--- config.mk ---
export PLATFORM = sky130hd
export DESIGN_NAME = ncp_ctrl
export DESIGN_NICKNAME = d
export VERILOG_FILES = /design/src/hw/rtl/ncp_pkg.sv /design/src/hw/rtl/ncp_ctrl.sv
export SDC_FILE = /design/constraint.sdc
export NUM_CORES = 1
export LEC_CHECK = 0
export ABC_AREA = 0
export BUFFER_PORTS_ARGS = -buffer_cell sky130_fd_sc_hd__buf_2
export CAP_MARGIN = 10
export CORE_AREA = 2 2 39 41
export DETAILED_ROUTE_END_ITERATION = 10
export DIE_AREA = 0 0 41 43
export PLACE_DENSITY = 0.38
export SYNTH_ARGS = -nofsm -noshare
export SYNTH_HDL_FRONTEND = slang
export SYNTH_SLANG_ARGS = --single-unit
--- constraint.sdc ---
create_clock -name clk -period 1.2 [get_ports clk]
set_input_delay 0.3 -clock clk [delete_from_list [all_inputs] [get_ports clk]]
set_output_delay 0.3 -clock clk [all_outputs]
set_load 0.1 [all_outputs]
--- src/hw/rtl/ncp_pkg.sv ---
// Shared types, constants and helpers of the next command predictor.
package ncp_pkg;

    localparam int TableEntriesDefault = 32;
    localparam int KeyBytesDefault     = 32;
    localparam int KeyWidth            = 248;
    localparam int CountWidth          = 32;

    typedef enum logic [2:0] {
        ST_COUNTED   = 3'd0,
        ST_INSERTED  = 3'd1,
        ST_IGNORED   = 3'd2,
        ST_PREDICTED = 3'd3,
        ST_NOMATCH   = 3'd4,
        ST_NOPREV    = 3'd5
    } status_t;

    typedef enum logic {
        REQ_LEARN   = 1'b0,
        REQ_PREDICT = 1'b1
    } req_t;

    typedef struct packed {
        logic        req_type;
        logic [63:0] from_w0;
        logic [63:0] from_w1;
        logic [63:0] from_w2;
        logic [55:0] from_w3;
        logic [63:0] to_w0;
        logic [63:0] to_w1;
        logic [63:0] to_w2;
        logic [55:0] to_w3;
    } ncp_req_t;

    typedef struct packed {
        logic [2:0]  status;
        logic [63:0] next_w0;
        logic [63:0] next_w1;
        logic [63:0] next_w2;
        logic [55:0] next_w3;
        logic [31:0] hit_count;
    } ncp_rsp_t;

    typedef enum logic [2:0] {
        S_IDLE,
        S_NORM,
        S_READ,
        S_CHECK,
        S_UPDATE,
        S_DONE
    } ncp_state_t;

    // Controller to datapath.
    typedef struct packed {
        logic load;
        logic norm;
        logic scan_clear;
        logic scan_read;
        logic scan_check;
        logic update;
        logic finish;
    } ncp_cmd_t;

    // Datapath to controller.
    typedef struct packed {
        logic key_empty;
        logic scan_last;
        logic hit_found;
        logic is_predict;
    } ncp_stat_t;

    // Keeps bytes before the first zero byte and below key_bytes-1.
    function automatic logic [KeyWidth-1:0] norm_key(input logic [KeyWidth-1:0] k,
                                                     input int key_bytes);
        logic [KeyWidth-1:0] r;
        logic                live;
        r    = '0;
        live = 1'b1;
        for (int i = 0; i < KeyWidth/8; i++) begin
            if (i >= key_bytes - 1 || k[i*8 +: 8] == 8'd0)
                live = 1'b0;
            if (live)
                r[i*8 +: 8] = k[i*8 +: 8];
        end
        return r;
    endfunction

endpackage

--- src/hw/rtl/ncp_ctrl.sv ---
// Controller state machine of the next command predictor.
module ncp_ctrl
    import ncp_pkg::*;
(
    input  logic      clk,
    input  logic      rst_n,
    input  logic      start,
    input  ncp_stat_t stat,
    output ncp_cmd_t  cmd,
    output logic      busy
);

    ncp_state_t state_reg, state_next;

    always_ff @(posedge clk or negedge rst_n)
    begin
        if (!rst_n)
            state_reg <= S_IDLE;
        else
            state_reg <= state_next;
    end

    always_comb
    begin
        state_next = state_reg;
        case (state_reg)
            S_IDLE:   if (start) state_next = S_NORM;
            S_NORM:   state_next = stat.key_empty ? S_DONE : S_READ;
            S_READ:   state_next = stat.scan_last ? S_UPDATE : S_CHECK;
            S_CHECK:
            begin
                if (stat.hit_found && !stat.is_predict)
                    state_next = S_UPDATE;
                else
                    state_next = S_READ;
            end
            S_UPDATE: state_next = S_DONE;
            S_DONE:   state_next = S_IDLE;
            default:  state_next = S_IDLE;
        endcase
    end

    always_comb
    begin
        cmd  = '0;
        busy = (state_reg != S_IDLE);
        case (state_reg)
            S_IDLE:   cmd.load = start;
            S_NORM:
            begin
                cmd.norm       = 1'b1;
                cmd.scan_clear = 1'b1;
            end
            S_READ:   cmd.scan_read = 1'b1;
            S_CHECK:  cmd.scan_check = 1'b1;
            S_UPDATE: cmd.update = 1'b1;
            S_DONE:   cmd.finish = 1'b1;
            default:  cmd = '0;
        endcase
    end

endmodule

# == Word-level counts from Yosys, hierarchy flattened ==
# Index checks and enable logic that the tools add are counted.
# totals
register_bits,3
latch_bits,0
mem_bits_rw,0
rom_bits,0
out_inout_bits,8
word_cells,22
n_memories,0
# op_classes
n_addsub,0
n_mul,0
n_div,0
magnitude_cmp,0
n_eq_ne,6
shifts,0
mux,11
n_bitwise,0
n_reduce_logical,4
# op_table
operator,count
$pmux 3 s5,1
$mux 3,4
$eq 3x2->1 const B,2
$eq 3x3->1 const B,2
$mux 1,5
$eq 3x1->1 const B,1
$logic_not 3->1,1
$reduce_bool 3->1,1
$mux 2,1
$ne 2x2->1 const B,1
$logic_and 1x1->1,1
$logic_not 1->1,1

# == Depth between registers and ports, before layout ==
# logic_depth
depth_word,4
ltp_mapped,4

# == Least setup slack after synthesis ==
# Ideal clock, no wire load.
# synth_path
path_type,reg2out
start,reg state_reg[0]
end,out cmd[1] (netlist name)
t_arrival_ns,2.584
required_time_ns,0.900
path_slack_ns,-1.684
stages_incl_launch_ff,3
cell_sequence,dfrtp_1 -> buf_2 -> nor3_1
# synth_rtl
item,line,rtl
from (decl),ncp_ctrl.sv:13,"ncp_state_t state_reg, state_next;"
from (signal assigned),ncp_ctrl.sv:20,state_reg <= state_next;
to (decl),ncp_ctrl.sv:9,"output ncp_cmd_t cmd,"

==> impl_metrics.py <==
metrics = {
    "routing": {
        "vias_per_cell": 3.99,
        "drt_first_pass_iters": 3,
        "wl_per_cell_um": 9.27,
        "drc": 0,
        "routed_wl_um": 649,
        "via_count": 279,
        "ant_nets": 0,
        "drt_iter0_drc": 4,
    },
    "layout": {
        "drive_above_1_share_pct": 63.0,
        "final_util_pct": 39.5,
        "syn2layout_area_growth_pct": 136,
        "fin_nets": 62,
        "num_antenna_cells": 0,
        "largest_reg_flops": 3,
    },
    "status": {
        "outcome": "finished with violations",
        "violations": "setup timing",
    },
    "sta": {
        "fmax_ghz": 0.626,
        "setup_slack_ns": -0.397,
        "fin_crit_sh_pct": 133,
        "slew_headroom_pct": 81.9,
        "finalMaxSlewViolations": 0,
        "setup_viol": 8,
        "finClkSkew_ns": 0.00246,
        "worst-slew-pin-transition_ns": 0.271,
        "hold_violations": 0,
        "grt_setup_unrepaired": "yes",
        "fin_crit_ns": 1.60,
    },
    "die": {
        "boundaryPins": 15,
        "die_h_um": 43,
        "die_x_um": 41,
        "die_area_um2": 1760,
        "num_rows": 14,
        "core-area_um2": 1380,
        "start_util_pct": 16.7,
    },
    "hold_path": {
        "min_path_type": "in -> reg",
    },
    "yosys": {
        "yosys-top-cells-area": "dfrtp_1 (32%), nor2_1 (8.1%), o32ai_1 (7.6%)",
        "syn_area_per_cell_um2": 7.72,
        "syn-num-nets": 37,
        "synth.cell_area_um2": 231,
        "synthArstFlopShare_pct": 100,
        "yosysTopAreaCell": "dfrtp_1",
        "yosysMostFrequentCell": "nor2_1",
        "synth_top_cells_by_count": "nor2_1 (5), inv_1 (4), dfrtp_1 (3)",
        "synth-edff-count": 0,
        "synth_flop_cell": "dfrtp_1",
        "syn_inst": 30,
        "synth_seq_cells": 3,
        "seq_area_frac_synth_pct": 32.4,
        "yosysUniqueCellTypes": 17,
        "netlist.area_leader.share_pct": 32.4,
        "ys.warnings.count": 0,
    },
    "worst_setup_path": {
        "arrival_ns": 1.30,
        "end_kind": "primary output",
        "crit_type": "reg -> out",
        "path_max_fanout": 3,
        "critPathLaunchType": "register",
        "cp_data_required_time_ns": 0.90,
    },
    "global_route": {
        "antenna_found_initial": 0,
        "grt_pass1_vias": 262,
        "grt_overflow": 0,
        "grt_first_pass_wirelength_um": 1130,
        "grt_use_total_pct": 9.97,
        "grt_max_degree": 10,
    },
    "clock_tree": {
        "cts_buffers": 3,
        "cts_root_buffer": "clkbuf_4",
        "cts.clk_slew.worst_paths_ns": 0.03,
        "cts.sinks": 3,
        "ctsLongestPathBuffers": 2,
        "cts_tree": "built",
        "clock_latency_ns": 0.23,
        "cts_max_level": 1,
    },
    "place": {
        "io_buffers": 14,
        "dp_hpwl_um": 544,
        "routabilityCongestion": 0.659,
    },
    "flow_run": {
        "drv_cap": 0,
    },
}
## timing repair
| item | CTS | global route |
|---|---|---|
| hold endpoints to repair | 3 | 0 |
| pin swaps | 2 | 0 |
| resized for setup | 3 | 0 |
| endpoints found under the setup margin | 8 | 10 |
| hold buffers | 1 | 0 |
| cloned | 0 | 0 |
| buffers inserted | 1 | 0 |
## per-stage QoR
stage	hold WS, ns	instances	worst slack, ns	area, um^2	TNS, ns
after floorplan	0.00441	30	-0.656	292	-3.55
after global placement	0.0945	64	-0.167	497	-0.706
after detailed placement	0.0961	64	-0.172	497	-0.777
after CTS	0.299	70	-0.410	547	-2.64
after global routing	0.334	70	-0.439	547	-3.17
final	0.309	70	-0.397	547	-2.52
## logic make-up after synthesis
group                  share of synthesized area [%]
DFF                                             32.4
buffers and inverters                           14.1
and+or+nand+nor                                 34.1
AOI/OAI and AO/OA                               19.5
## critical path, cell delays in order (launching register included)
cell and delay (ns):
dfrtp_1 0.37, or3_4 0.41, nor2_4 0.11, buf_12 0.18
## cell type report
class | count | area [um^2]
Tap cell | 16 | 20.0
Sequential cell | 3 | 75.1
Multi-Input combinational cell | 20 | 159
Fill cell | 147 | 837
Clock buffer | 4 | 26.3
Inverter | 4 | 15.0
Timing Repair Buffer | 23 | 251
## per-layer routing
layer | global-route usage (%) | share of wire (%) | vias to the layer above
li1 | - | - | 149
met1 | 12.3 | 42 | 121
met2 | 13.1 | 52 | 9
met3 | 3.66 | 5.5 | 0
met4 | 8.00 | 0 | 0
met5 | 0 | 0 | -
## cells in the final DEF (no fill, tap or decap), types with 2 or more instances in the layout
master,instances
clkbuf_4,3
buf_4,8
nand2b_1,2
inv_1,3
nor2_4,3
nand3b_1,2
o32ai_1,2
buf_12,7
buf_2,6
dfrtp_1,3
nor2_1,2
## final timing paths
kind	startpoint	endpoint	slack, ns	cells past startpoint
max	state_reg[1]$_DFFE_PN0P_	cmd[6]	-0.40	3
min	stat[3]	state_reg[1]$_DFFE_PN0P_	0.31	2
max reg2reg	state_reg[1]$_DFFE_PN0P_	state_reg[0]$_DFFE_PN0P_	0.02	4
min reg2reg	state_reg[1]$_DFFE_PN0P_	state_reg[0]$_DFFE_PN0P_	0.66	2
max in group asynchronous	rst_n	state_reg[1]$_DFFE_PN0P_	0.70	2
min in group asynchronous	rst_n	state_reg[2]$_DFFE_PN0P_	0.39	2
Power is left out: the tool's default activity adds up to more than one toggle a clock period on the data nets, which glitch-free logic cannot reach.
